$ cat src/sv/adam_pkg.sv
package adam_pkg;

    localparam int DATA_W = 48;
    localparam int REG_W  = 32;
    localparam int IDX_W  = 10;
    localparam int CFG_IDX_W = 2;
    localparam int STEP_W = 4;

    localparam logic [DATA_W-1:0] MAX_POS = 48'h7FFF_FFFF_FFFF;
    localparam logic [DATA_W-1:0] MAX_NEG = 48'h8000_0000_0000;
    localparam logic [62:0]       QUOT_CAP = 63'h4000_0000_0000_0000;
    localparam logic [REG_W:0]    ONE_Q32 = 33'h1_0000_0000;

    localparam logic [REG_W-1:0] STEP_SIZE_RESET    = 32'd4294967;
    localparam logic [REG_W-1:0] FIRST_DECAY_RESET  = 32'd3865470566;
    localparam logic [REG_W-1:0] SECOND_DECAY_RESET = 32'd4290672329;
    localparam logic [REG_W-1:0] EPSILON_RESET      = 32'd429;

    localparam logic [CFG_IDX_W-1:0] REG_STEP_SIZE    = 2'd0;
    localparam logic [CFG_IDX_W-1:0] REG_FIRST_DECAY  = 2'd1;
    localparam logic [CFG_IDX_W-1:0] REG_SECOND_DECAY = 2'd2;
    localparam logic [CFG_IDX_W-1:0] REG_EPSILON      = 2'd3;

    // Datapath steps run on the shared multi-cycle engine.
    localparam logic [STEP_W-1:0] STEP_RATE_SQRT = 4'd0;
    localparam logic [STEP_W-1:0] STEP_RATE_MUL  = 4'd1;
    localparam logic [STEP_W-1:0] STEP_RATE_DIV  = 4'd2;
    localparam logic [STEP_W-1:0] STEP_PM        = 4'd3;
    localparam logic [STEP_W-1:0] STEP_PG        = 4'd4;
    localparam logic [STEP_W-1:0] STEP_T         = 4'd5;
    localparam logic [STEP_W-1:0] STEP_SQ        = 4'd6;
    localparam logic [STEP_W-1:0] STEP_V         = 4'd7;
    localparam logic [STEP_W-1:0] STEP_ROOT      = 4'd8;
    localparam logic [STEP_W-1:0] STEP_QUOT      = 4'd9;
    localparam logic [STEP_W-1:0] STEP_SCALE     = 4'd10;
    localparam logic [STEP_W-1:0] STEP_POW1      = 4'd11;
    localparam logic [STEP_W-1:0] STEP_POW2      = 4'd12;

    typedef struct packed {
        logic [IDX_W-1:0]         element_index;
        logic signed [DATA_W-1:0] gradient;
        logic                     last_element;
    } grad_item_t;

    typedef struct packed {
        logic signed [DATA_W-1:0] update_value;
        logic                     last_out;
    } upd_item_t;

    typedef struct packed {
        logic              accept;
        logic              ram_read;
        logic              start;
        logic [STEP_W-1:0] step;
        logic              load_out;
        logic              clear;
    } dp_cmd_t;

    typedef struct packed {
        logic busy;
        logic done;
        logic rate_valid;
        logic in_range;
        logic skip_quot;
        logic last;
        logic clear_done;
    } dp_status_t;

endpackage

$ cat src/sv/adam_ctrl.sv
module adam_ctrl (
    input  logic                  clk,
    input  logic                  rst_n,
    input  logic                  grad_valid,
    output logic                  grad_stall,
    output logic                  upd_valid,
    input  logic                  upd_stall,
    output adam_pkg::dp_cmd_t     cmd,
    input  adam_pkg::dp_status_t  status
);

    localparam logic [4:0] S_CLEAR = 5'd0;
    localparam logic [4:0] S_IDLE  = 5'd1;
    localparam logic [4:0] S_READ  = 5'd2;
    localparam logic [4:0] S_RSQRT = 5'd3;
    localparam logic [4:0] S_RMUL  = 5'd4;
    localparam logic [4:0] S_RDIV  = 5'd5;
    localparam logic [4:0] S_PM    = 5'd6;
    localparam logic [4:0] S_PG    = 5'd7;
    localparam logic [4:0] S_T     = 5'd8;
    localparam logic [4:0] S_SQ    = 5'd9;
    localparam logic [4:0] S_V     = 5'd10;
    localparam logic [4:0] S_ROOT  = 5'd11;
    localparam logic [4:0] S_CHECK = 5'd12;
    localparam logic [4:0] S_QUOT  = 5'd13;
    localparam logic [4:0] S_SCALE = 5'd14;
    localparam logic [4:0] S_POW1  = 5'd15;
    localparam logic [4:0] S_POW2  = 5'd16;
    localparam logic [4:0] S_OUT   = 5'd17;

    logic [4:0] state_reg, state_next;
    logic       out_valid_reg, out_valid_next;
    logic       eng_state;
    logic [3:0] step;
    logic       accept, load_out;
    logic [4:0] elem_next, tail_next;

    assign accept     = grad_valid && (state_reg == S_IDLE);
    assign grad_stall = (state_reg != S_IDLE);
    assign upd_valid  = out_valid_reg;
    assign load_out   = (state_reg == S_OUT) && (!out_valid_reg || !upd_stall);
    assign tail_next  = status.last ? S_POW1 : S_OUT;
    assign elem_next  = status.in_range ? S_PM : tail_next;

    always_comb
    begin
        eng_state = 1'b1;
        step      = adam_pkg::STEP_RATE_SQRT;
        unique case (state_reg)
            S_RSQRT: step = adam_pkg::STEP_RATE_SQRT;
            S_RMUL:  step = adam_pkg::STEP_RATE_MUL;
            S_RDIV:  step = adam_pkg::STEP_RATE_DIV;
            S_PM:    step = adam_pkg::STEP_PM;
            S_PG:    step = adam_pkg::STEP_PG;
            S_T:     step = adam_pkg::STEP_T;
            S_SQ:    step = adam_pkg::STEP_SQ;
            S_V:     step = adam_pkg::STEP_V;
            S_ROOT:  step = adam_pkg::STEP_ROOT;
            S_QUOT:  step = adam_pkg::STEP_QUOT;
            S_SCALE: step = adam_pkg::STEP_SCALE;
            S_POW1:  step = adam_pkg::STEP_POW1;
            S_POW2:  step = adam_pkg::STEP_POW2;
            default: eng_state = 1'b0;
        endcase
    end

    always_comb
    begin
        state_next = state_reg;
        unique case (state_reg)
            S_CLEAR: if (status.clear_done) state_next = S_IDLE;
            S_IDLE:  if (accept) state_next = S_READ;
            S_READ:  state_next = status.rate_valid ? elem_next : S_RSQRT;
            S_RSQRT: if (status.done) state_next = S_RMUL;
            S_RMUL:  if (status.done) state_next = S_RDIV;
            S_RDIV:  if (status.done) state_next = elem_next;
            S_PM:    if (status.done) state_next = S_PG;
            S_PG:    if (status.done) state_next = S_T;
            S_T:     if (status.done) state_next = S_SQ;
            S_SQ:    if (status.done) state_next = S_V;
            S_V:     if (status.done) state_next = S_ROOT;
            S_ROOT:  if (status.done) state_next = S_CHECK;
            S_CHECK: state_next = status.skip_quot ? tail_next : S_QUOT;
            S_QUOT:  if (status.done) state_next = S_SCALE;
            S_SCALE: if (status.done) state_next = tail_next;
            S_POW1:  if (status.done) state_next = S_POW2;
            S_POW2:  if (status.done) state_next = S_OUT;
            S_OUT:   if (load_out) state_next = S_IDLE;
            default: state_next = S_IDLE;
        endcase
    end

    always_comb
    begin
        if (load_out)
        begin
            out_valid_next = 1'b1;
        end
        else if (out_valid_reg && !upd_stall)
        begin
            out_valid_next = 1'b0;
        end
        else
        begin
            out_valid_next = out_valid_reg;
        end
    end

    always_ff @(posedge clk or negedge rst_n)
    begin
        if (!rst_n)
        begin
            state_reg     <= S_CLEAR;
            out_valid_reg <= 1'b0;
        end
        else
        begin
            state_reg     <= state_next;
            out_valid_reg <= out_valid_next;
        end
    end

    always_comb
    begin
        cmd.accept   = accept;
        cmd.ram_read = (state_reg == S_READ);
        cmd.start    = eng_state && !status.busy;
        cmd.step     = step;
        cmd.load_out = load_out;
        cmd.clear    = (state_reg == S_CLEAR);
    end

    a_accept_reads: assert property (@(posedge clk) disable iff (!rst_n)
        accept |=> state_reg == S_READ)
        else $error("accepted transaction did not move to the memory read");

    a_no_accept_in_clear: assert property (@(posedge clk) disable iff (!rst_n)
        grad_valid && !grad_stall |-> state_reg != S_CLEAR)
        else $error("transaction accepted during the clearing pass");

    a_rate_before_element: assert property (@(posedge clk) disable iff (!rst_n)
        cmd.start && cmd.step == adam_pkg::STEP_PM |-> status.rate_valid)
        else $error("element update started without a corrected rate");

endmodule

$ cat config.mk
export PLATFORM = sky130hd
export DESIGN_NAME = adam_ctrl
export DESIGN_NICKNAME = d
export VERILOG_FILES = /design/src/sv/adam_pkg.sv /design/src/sv/adam_ctrl.sv
export SDC_FILE = /design/constraint.sdc
export NUM_CORES = 1
export LEC_CHECK = 0
export BUFFER_PORTS_ARGS = -buffer_cell sky130_fd_sc_hd__buf_2
export CORE_UTILIZATION = 56
export CTS_CLUSTER_DIAMETER = 30
export CTS_CLUSTER_SIZE = 28
export DETAILED_ROUTE_END_ITERATION = 10
export PLACE_DENSITY = 0.81
export SLEW_MARGIN = 20
export SYNTH_ARGS = -nofsm -noshare
export SYNTH_HDL_FRONTEND = slang
export SYNTH_SLANG_ARGS = --single-unit
$ cat constraint.sdc
create_clock -name clk -period 2.6 [get_ports clk]
set_input_delay 0.65 -clock clk [delete_from_list [all_inputs] [get_ports clk]]
set_output_delay 0.65 -clock clk [all_outputs]
set_load 0.005 [all_outputs]
==> impl_metrics.csv, run 1 <==
group,metric,value,unit
clocking,hold_buffers,0,
die,die_x,41.52,um
clocking,cts.htree.levels,1,
routing,routed_wl,2369,um
routing,wl_per_cell,15.59,um
synthesis,synth_ff_type,"dfrtp_1",
setup_path,r2r_slack,480,ps
sta,slew_viol_final,0,
run_status,status,"finished clean",
power_and_ir_drop,p_leak,0.0004453,uW
power_and_ir_drop,combPwrFrac,79.2,%
global_route,grt_max_degree,23,
setup_path,crit_type,"reg2out",
clocking,cts_resized,0,
synthesis,seq_area_frac_synth,17.17,%
synthesis,synthTopCellsByCount,"nor2_1 (12), a21oi_1 (10), o21ai_0 (9)",
synthesis,ys_warn_count,0,
min_path,hold_class,"in2async",
die,start_util,63.26,%
routing,first_pass_iters,4,
die,fp.dieH,41.52,um
sta,fin_worst_skew,0.6985,ps
synthesis,synth_area_leaders,"dfrtp_1 (17%), mux2_4 (6.9%), a21oi_1 (5.7%), o21ai_0 (5.2%), nor2_1 (5.2%)",
global_route,grtUsageMet1,40.16,%
synthesis,syn_inst,121,
routing,first_iter_violations,35,
setup_path,crit_fanout,12,
global_route,grt_use_total,28.66,%
clocking,clkSinkCount,6,
placed_design,place_ws,452.4,ps
clocking,post-cts-setup-buffer-count,0,
sta,finalSetupTns,0,ps
routing,vias,1020,
routing,remaining_drc_errors,0,
power_and_ir_drop,switching_share,49.76,%
global_route,met2_usage,45.31,%
global_route,grt_pass1_vias,867,
placed_design,port_buffers,21,
clocking,clk_pin_slew_worst_paths,50,ps
power_and_ir_drop,pwr-share-clk,6.0,%
synthesis,synth_fp_nets,132,
setup_path,cp_data_arrival_time,1790,ps
die,boundaryPins,22,
global_route,antenna_found_initial,0,
flow_run,maxCapViolCount,0,
die,core,0.001383,sq mm
setup_path,r2r-end,"state_reg[3]$_DFFE_PN0P_",
sta,hold_viol_final,0,
sta,setup_slack,164.7,ps
placed_design,gp_congestion,0.9897,
power_and_ir_drop,p_switching,710.7,uW
setup_path,cp.required,1950,ps
power_and_ir_drop,powerDensity,1440,mW/mm^2
clocking,numCtsBuffers,3,
sta,rsz0062_at_grt,"false",
sta,min_period,2435,ps
layout,final_cells,152,
placed_design,dpl.hpwl,1752,um
die,die_area,0.001724,sq mm
global_route,grt_pass1_wl,3988,um
setup_path,timing.rr.start,"state_reg[1]$_DFFE_PN0P_",
layout,largest_reg_flops,5,
sta,relSlewSlack,59.96,%
setup_path,cp-start-kind,"register",
global_route,busiest_layer,"met2",
sta,setup_viol,0,
routing,viasPerCell,6.711,
synthesis,avgSynthCellArea,7.228,sq um
power_and_ir_drop,vdd_ir_drop_max,0.8146,mV
synthesis,synth.most_common_cell,"nor2_1",
clocking,cts_tree,"built",
layout,n_antenna_cell,0,
layout,nets,150,
synthesis,yosysTopAreaCellShare,17.17,%
synthesis,ys_seq_elements,6,
routing,ant_nets,0,
global_route,grt.overflow.total,0,
die,row_count,13,
power_and_ir_drop,intPower,717.6,uW
synthesis,netlist_area,874.6,sq um
layout,drive_gt1_share,30.66,%
sta,fmax,0.4106,GHz
clocking,clock_latency,240,ps
clocking,root_buffer,"clkbuf_4",
setup_path,endpoint_kind,"output port",
sta,period_share,93.66,%
synthesis,synth_edf_count,0,
setup_path,reg2regPathDepth,5,
synthesis,synth_top_cell_by_area,"dfrtp_1",
synthesis,synthArstFlopShare,100.0,%
synthesis,synth_cell_types,46,
layout,area_growth,13.45,%
placed_design,placedCellCount,149,
sta,worst_slew_pin_slew,599.4,ps
power_and_ir_drop,pwr-share-seq,14.7,%
global_route,grt_util_met3,6.957,%
clocking,cts_buffer_depth,2,
## stage by stage
step	power (uW)	util [%]	hold WS (ps)	instance area (sq um)
2_1_floorplan	1056	-	354.4	874.6
3_3_place_gp	1309	70.14	476.4	969.7
3_5_place_dp	1323	70.14	477.3	969.7
4_1_cts	1417	71.76	216.8	992.2
5_1_grt	1552	71.76	212.9	992.2
6_report	1428	71.76	219.3	992.2
## how the worst max path moves through the flow
| stage | startpoint | to | slack (ps) | depth (start not counted) |
|---|---|---|---|---|
| after CTS | state_reg[1]$_DFFE_PN0P_ | cmd[1] | 200 | 4 |
| after global routing | state_reg[1]$_DFFE_PN0P_ | cmd[1] | 40 | 4 |
| final | state_reg[3]$_DFFE_PN0P_ | cmd[4] | 160 | 6 |
| after floorplan | state_reg[3]$_DFFE_PN0P_ | cmd[6] | 580 | 5 |
| after global placement | state_reg[3]$_DFFE_PN0P_ | cmd[6] | 510 | 4 |
| after detailed placement | state_reg[1]$_DFFE_PN0P_ | cmd[1] | 450 | 4 |
## layer usage
layer / vias to the layer above / share of wire [%]
li1: 483 / -
met1: 473 / 45
met2: 64 / 47
met5: - / 0
met4: 0 / 0
met3: 0 / 8.3
## logic make-up (layout without fill, tap and decap cells)
kind of cell / count (synthesis) / count (layout) / share of synthesized area [%]
mux: 7 / 7 / 10.59
simple gates: 48 / 48 / 28.76
xor+xnor: 1 / 1 / 1.002
compound gates: 42 / 42 / 32.76
buf+inv: 17 / 33 / 9.728
flops: 6 / 6 / 17.17
## critical path: stages (launching register included)
cell,delay [ps]
dfrtp_1,560
buf_4,250
and2b_1,210
nor2_1,70
a2bb2oi_1,140
o32ai_1,140
buf_2,160
## cell usage in the layout (no fill, tap or decap), types with 2 or more instances in the layout
cell	synthesis	routed
a211oi_1	2	2
a21o_1	2	2
a21oi_1	10	10
a2bb2oi_1	3	3
a31oi_1	2	2
and3_1	2	2
buf_2	5	21
buf_4	4	6
clkbuf_4	0	3
dfrtp_1	6	6
inv_2	3	3
mux2_2	2	2
mux2_4	4	4
nand2_1	8	8
nand2b_1	3	3
nand3_1	3	3
nor2_1	12	12
nor2b_1	2	2
nor3_1	8	8
nor3b_1	2	2
o21ai_0	9	9
## power by group through the flow
stage               Combinational, uW  Sequential, uW  Clock, uW
floorplan                         889             167          0
global placement                 1100             206          0
detailed placement               1110             208          0
CTS                              1120             208       88.1
global route                     1240             218       97.7
finish                           1130             211       86.4
## area by class of cell
type	count	area, sq um
Tap cell	15	18.77
Multi-Input combinational cell	98	639.4
Timing Repair Buffer	27	150.1
Fill cell	114	390.4
Clock buffer	3	22.52
Inverter	3	11.26
Sequential cell	6	150.1
No activity file was read; power rests on OpenSTA's default activity.
==> run 2: changes to the inputs <==
--- a/config.mk
+++ b/config.mk
@@ -6,11 +6,13 @@
 export NUM_CORES = 1
 export LEC_CHECK = 0
 export BUFFER_PORTS_ARGS = -buffer_cell sky130_fd_sc_hd__buf_2
-export CORE_UTILIZATION = 56
+export CELL_PAD_IN_SITES_DETAIL_PLACEMENT = 1
+export CELL_PAD_IN_SITES_GLOBAL_PLACEMENT = 1
+export CORE_UTILIZATION = 40
 export CTS_CLUSTER_DIAMETER = 30
 export CTS_CLUSTER_SIZE = 28
 export DETAILED_ROUTE_END_ITERATION = 10
-export PLACE_DENSITY = 0.81
+export PLACE_DENSITY = 0.82
 export SLEW_MARGIN = 20
 export SYNTH_ARGS = -nofsm -noshare
 export SYNTH_HDL_FRONTEND = slang
==> run 2 against run 1 <==
Effect of this change: non-clock buffer count is the same; global-route usage fell by 4.0 points; core utilization decreased by 21 points; clock skew increased by 1.8 ps; critical path depth shrank 2; maximum frequency is 0.43% lower; final area rose by 1.5%; sequential power rose by 6%; largest cell class unchanged; largest power group unchanged; highest routed layer is now met4.
==> impl_metrics.csv, run 2 (synthesis results as in run 1) <==
group,metric,value,unit
run_status,status,"finished clean",
sta,whs,224.2,ps
setup_path,cp.required,1950,ps
routing,wl_per_cell,16.63,um
routing,first_pass_iters,4,
global_route,grt.overflow.total,0,
sta,fin_worst_skew,2.477,ps
setup_path,reg2regPathDepth,5,
setup_path,cp-start-kind,"register",
die,die_x,48.76,um
power_and_ir_drop,p_leak,0.0004453,uW
layout,nets,150,
clocking,cts_buffer_depth,2,
die,boundaryPins,22,
sta,slew_viol_final,0,
power_and_ir_drop,p_switching,729.1,uW
routing,ant_nets,0,
power_and_ir_drop,combPwrFrac,78.8,%
setup_path,r2r_slack,400,ps
placed_design,dpl.hpwl,2049,um
clocking,hold_buffers,0,
setup_path,cp_data_arrival_time,1800,ps
die,start_util,43.69,%
sta,fmax,0.4089,GHz
setup_path,crit_type,"reg2out",
layout,n_antenna_cell,0,
die,die_area,0.002378,sq mm
sta,worst_slew_pin_slew,640.3,ps
clocking,clk_pin_slew_worst_paths,40,ps
placed_design,gp_congestion,0.9202,
power_and_ir_drop,pwr-share-seq,15.4,%
clocking,cts_resized,0,
power_and_ir_drop,intPower,717.4,uW
die,row_count,16,
setup_path,crit_path_end,"cmd[1]",
setup_path,timing.rr.start,"state_reg[1]$_DFFE_PN0P_",
setup_path,endpoint_kind,"output port",
power_and_ir_drop,powerDensity,1436,mW/mm^2
die,core,0.002002,sq mm
global_route,grt_max_degree,23,
sta,period_share,94.07,%
global_route,grt_pass1_vias,984,
clocking,cts_tree,"built",
sta,finalSetupTns,0,ps
sta,setup_viol,0,
layout,drive_gt1_share,30.66,%
routing,vias,999,
clocking,clock_latency,240,ps
power_and_ir_drop,vdd_ir_drop_max,0.5672,mV
setup_path,critPathLaunch,"state_reg[1]$_DFFE_PN0P_",
sta,hold_viol_final,0,
routing,first_iter_violations,44,
die,fp.dieH,48.76,um
layout,final_cells,164,
sta,relSlewSlack,57.22,%
clocking,cts.htree.levels,1,
clocking,clkSinkCount,6,
clocking,root_buffer,"clkbuf_4",
clocking,post-cts-setup-buffer-count,0,
layout,final_common_cell,"buf_2",
layout,area_growth,15.16,%
power_and_ir_drop,switching_share,50.40,%
sta,rsz0062_at_grt,"false",
layout,largest_reg_flops,5,
sta,min_period,2446,ps
routing,routed_wl,2727,um
setup_path,r2r-end,"state_reg[4]$_DFFE_PN0P_",
placed_design,placedCellCount,161,
flow_run,maxCapViolCount,0,
min_path,hold_class,"in2async",
placed_design,port_buffers,21,
global_route,antenna_found_initial,0,
routing,viasPerCell,6.091,
setup_path,crit_fanout,9,
global_route,grt_pass1_wl,4643,um
routing,remaining_drc_errors,0,
power_and_ir_drop,pwr-share-clk,5.8,%
global_route,grt_use_total,24.69,%
clocking,numCtsBuffers,3,
layout,mostFrequentLayoutCells,"buf_2 (21), nor2_1 (12), a21oi_1 (10)",
[run 2: cell counts in the layout (fill, tap and decap cells not counted)]
No cell type changed its count.
[run 2: how the worst min path moves through the flow]
stage,start,end,slack [ps],cells past startpoint
finish,rst_n,upd_valid$_DFFE_PN0P_,220,1
global route,rst_n,state_reg[3]$_DFFE_PN0P_,210,1
CTS,rst_n,upd_valid$_DFFE_PN0P_,220,1
detailed placement,rst_n,upd_valid$_DFFE_PN0P_,480,1
global placement,rst_n,state_reg[4]$_DFFE_PN0P_,480,1
floorplan,rst_n,state_reg[0]$_DFFE_PN0P_,350,0
[run 2: per-stage QoR]
stage	worst slack [ps]	total power [uW]	area, sq um	utilization (%)
6_report	154.3	1446	1007	50.31
5_1_grt	8.572	1570	1007	50.31
4_1_cts	177.4	1440	1007	50.31
3_5_place_dp	422.7	1347	984.7	49.19
3_3_place_gp	450.5	1322	984.7	49.19
2_1_floorplan	583.7	1056	874.6	-
[run 2: layout make-up]
class                           count  area [sq um]
Clock buffer                        3         22.52
Fill cell                         285         994.7
Inverter                            3         11.26
Multi-Input combinational cell     98         639.4
Sequential cell                     6         150.1
Tap cell                           27         33.78
Timing Repair Buffer               27         150.1
[run 2: worst max-delay path, stage by stage, from the launching register on]
cell     delay (ps)
dfrtp_1         480
nor2b_1         560
nand3_1         230
a21oi_1         160
buf_2           130
[run 2: power groups by stage]
stage	Combinational [uW]	Clock (uW)	Sequential, uW
2_1_floorplan	889	0	167
3_3_place_gp	1110	0	216
3_5_place_dp	1130	0	220
4_1_cts	1130	85.6	220
5_1_grt	1250	95.8	229
6_report	1140	83.3	223
[run 2: per-layer routing]
layer / track usage (%) / vias up / routed length, um
met2: 39.58 / 32 / 1269
met1: 35.07 / 481 / 1325
li1: - / 484 / -
met5: 0 / - / 0
met4: 2.941 / 0 / 9
met3: 4.717 / 2 / 123
==> run 3: changes to the inputs <==
--- a/config.mk
+++ b/config.mk
@@ -8,11 +8,13 @@
 export BUFFER_PORTS_ARGS = -buffer_cell sky130_fd_sc_hd__buf_2
 export CELL_PAD_IN_SITES_DETAIL_PLACEMENT = 1
 export CELL_PAD_IN_SITES_GLOBAL_PLACEMENT = 1
+export CORE_MARGIN = 2
 export CORE_UTILIZATION = 40
 export CTS_CLUSTER_DIAMETER = 30
 export CTS_CLUSTER_SIZE = 28
 export DETAILED_ROUTE_END_ITERATION = 10
 export PLACE_DENSITY = 0.82
+export SETUP_SLACK_MARGIN = 0.2
 export SLEW_MARGIN = 20
 export SYNTH_ARGS = -nofsm -noshare
 export SYNTH_HDL_FRONTEND = slang
==> run 3 against run 2 <==
Effect of this change: maximum frequency up 7.1%; worst hold slack worse by 22 ps; total power up 4.2%; final area up 3.0%; sequential power up 9.0%; clock skew up 11 ps; critical path depth up 1; clock power up 13%; core utilization up 0.99 points; flip-flop and latch count unchanged; critical path type unchanged; critical endpoint is now cmd[6].
==> impl_metrics.csv, run 3 (synthesis results as in run 1) <==
group,metric,value,unit
run_status,status,"finished clean",
layout,final_cells,165,
power_and_ir_drop,p_switching,760.5,uW
routing,viasPerCell,6.291,
power_and_ir_drop,switching_share,50.45,%
sta,fin_worst_skew,13.22,ps
die,die_area,0.002577,sq mm
placed_design,placedCellCount,161,
layout,largest_reg_flops,5,
sta,rsz0062_at_grt,"false",
setup_path,crit_fanout,15,
clocking,numCtsBuffers,3,
global_route,antenna_found_initial,0,
global_route,grt_use_total,24.21,%
layout,n_antenna_cell,0,
global_route,grt_pass1_vias,974,
routing,ant_nets,0,
setup_path,reg2regPathDepth,5,
setup_path,endpoint_kind,"output port",
die,die_x,50.76,um
clocking,clock_latency,260,ps
layout,seq_area,155.1,sq um
setup_path,cp.required,1950,ps
flow_run,maxCapViolCount,0,
power_and_ir_drop,vdd_ir_drop_max,0.6866,mV
setup_path,r2r-end,"state_reg[2]$_DFFE_PN0P_",
setup_path,cp-start-kind,"register",
die,row_count,16,
placed_design,gp_congestion,0.9337,
power_and_ir_drop,combPwrFrac,77.6,%
clocking,clk_pin_slew_worst_paths,60,ps
sta,finalSetupTns,0,ps
sta,min_period,2284,ps
setup_path,timing.rr.start,"state_reg[1]$_DFFE_PN0P_",
clocking,root_buffer,"clkbuf_4",
setup_path,cp_data_arrival_time,1630,ps
setup_path,cp_slowest_cell,"dfrtp_2",
sta,hold_viol_final,0,
layout,multi_input_area,653.1,sq um
placed_design,port_buffers,21,
layout,area_growth,18.60,%
power_and_ir_drop,powerDensity,1453,mW/mm^2
clocking,hold_buffers,0,
layout,drive_gt1_share,35.51,%
power_and_ir_drop,finalPower,1507,uW
layout,final_common_cell,"buf_2",
placed_design,place_ws,422.4,ps
routing,wl_per_cell,18.12,um
min_path,hold_class,"in2async",
setup_path,crit_path_max_incr_delay,470,ps
global_route,grt_pass1_wl,4712,um
clocking,cts_tree,"built",
die,core,0.002022,sq mm
clocking,cts_buffer_depth,2,
sta,fmax,0.4378,GHz
sta,slew_viol_final,0,
power_and_ir_drop,intPower,746.8,uW
routing,first_pass_iters,4,
global_route,grt.overflow.total,0,
routing,routed_wl,2990,um
global_route,grt_max_degree,23,
setup_path,crit_family,"flip-flops",
routing,vias,1038,
setup_path,crit_type,"reg2out",
die,boundaryPins,22,
power_and_ir_drop,p_leak,0.0004501,uW
power_and_ir_drop,pwr-share-seq,16.1,%
clocking,cts.htree.levels,1,
layout,nets,151,
sta,worst_slew_pin_slew,416.0,ps
routing,remaining_drc_errors,0,
layout,n_fill_cell,279,
die,fp.dieH,50.76,um
sta,period_share,87.84,%
setup_path,path_buf_inv,2,
routing,first_iter_violations,29,
setup_path,r2r_slack,660,ps
placed_design,dpl.hpwl,2127,um
sta,setup_slack,316.0,ps
die,start_util,43.25,%
setup_path,worstPathCellList,"buf_6 > nand3_1 > a21oi_1 > a2111oi_1 > buf_2",
sta,relSlewSlack,72.05,%
layout,mostFrequentLayoutCells,"buf_2 (21), nor2_1 (12), a21oi_1 (10)",
sta,setup_viol,0,
clocking,clkSinkCount,6,
power_and_ir_drop,pwr-share-clk,6.3,%
## run 3: changes by cell type in the layout (fill, tap and decap cells not counted), sizes merged
cell / before / now
buf: 27 / 28
## run 3: worst max-delay path by stage
stage	start	to	slack, ps	depth (start not counted)
after detailed placement	state_reg[2]$_DFFE_PN0P_	cmd[6]	420	4
after CTS	state_reg[3]$_DFFE_PN0P_	cmd[4]	190	6
after global routing	state_reg[3]$_DFFE_PN0P_	cmd[4]	210	6
final	state_reg[2]$_DFFE_PN0P_	cmd[6]	320	5
after floorplan	state_reg[3]$_DFFE_PN0P_	cmd[6]	580	5
after global placement	state_reg[2]$_DFFE_PN0P_	cmd[2]	470	6
## run 3: final cells by class
type                    count  share of cell area, %
multi-input cells          98                  62.97
repair buffers             28                  15.56
flip-flops and latches      6                  14.96
well taps                  27                  3.257
clock buffers               3                  2.171
inverters                   3                  1.086
## run 3: power by group through the flow
stage	Clock (uW)	Sequential, uW	Combinational, uW
final	94.5	243	1170
after global routing	102	248	1280
after CTS	90.2	237	1130
after detailed placement	0	231	1120
after global placement	0	229	1100
after floorplan	0	167	889
## run 3: timing repair
| action | in CTS | in global routing |
|---|---|---|
| setup buffers | 0 | 1 |
| pin swaps | 0 | 0 |
| gates cloned | 0 | 0 |
| resized for setup | 3 | 6 |
| endpoints found under the setup margin | 2 | 5 |
## run 3: through the flow
step,hold WS (ps),instance area (sq um),util (%)
global route,203.9,1037,51.30
global placement,479.4,984.7,48.70
CTS,217.7,1016,50.25
floorplan,354.4,874.6,-
detailed placement,482.2,984.7,48.70
finish,202.2,1037,51.30
## run 3: metal layers
layer	global-route usage, %	routed length [um]
met5	0	0
met4	5.405	43
met3	3.869	155
met2	44.08	1452
met1	29.58	1339
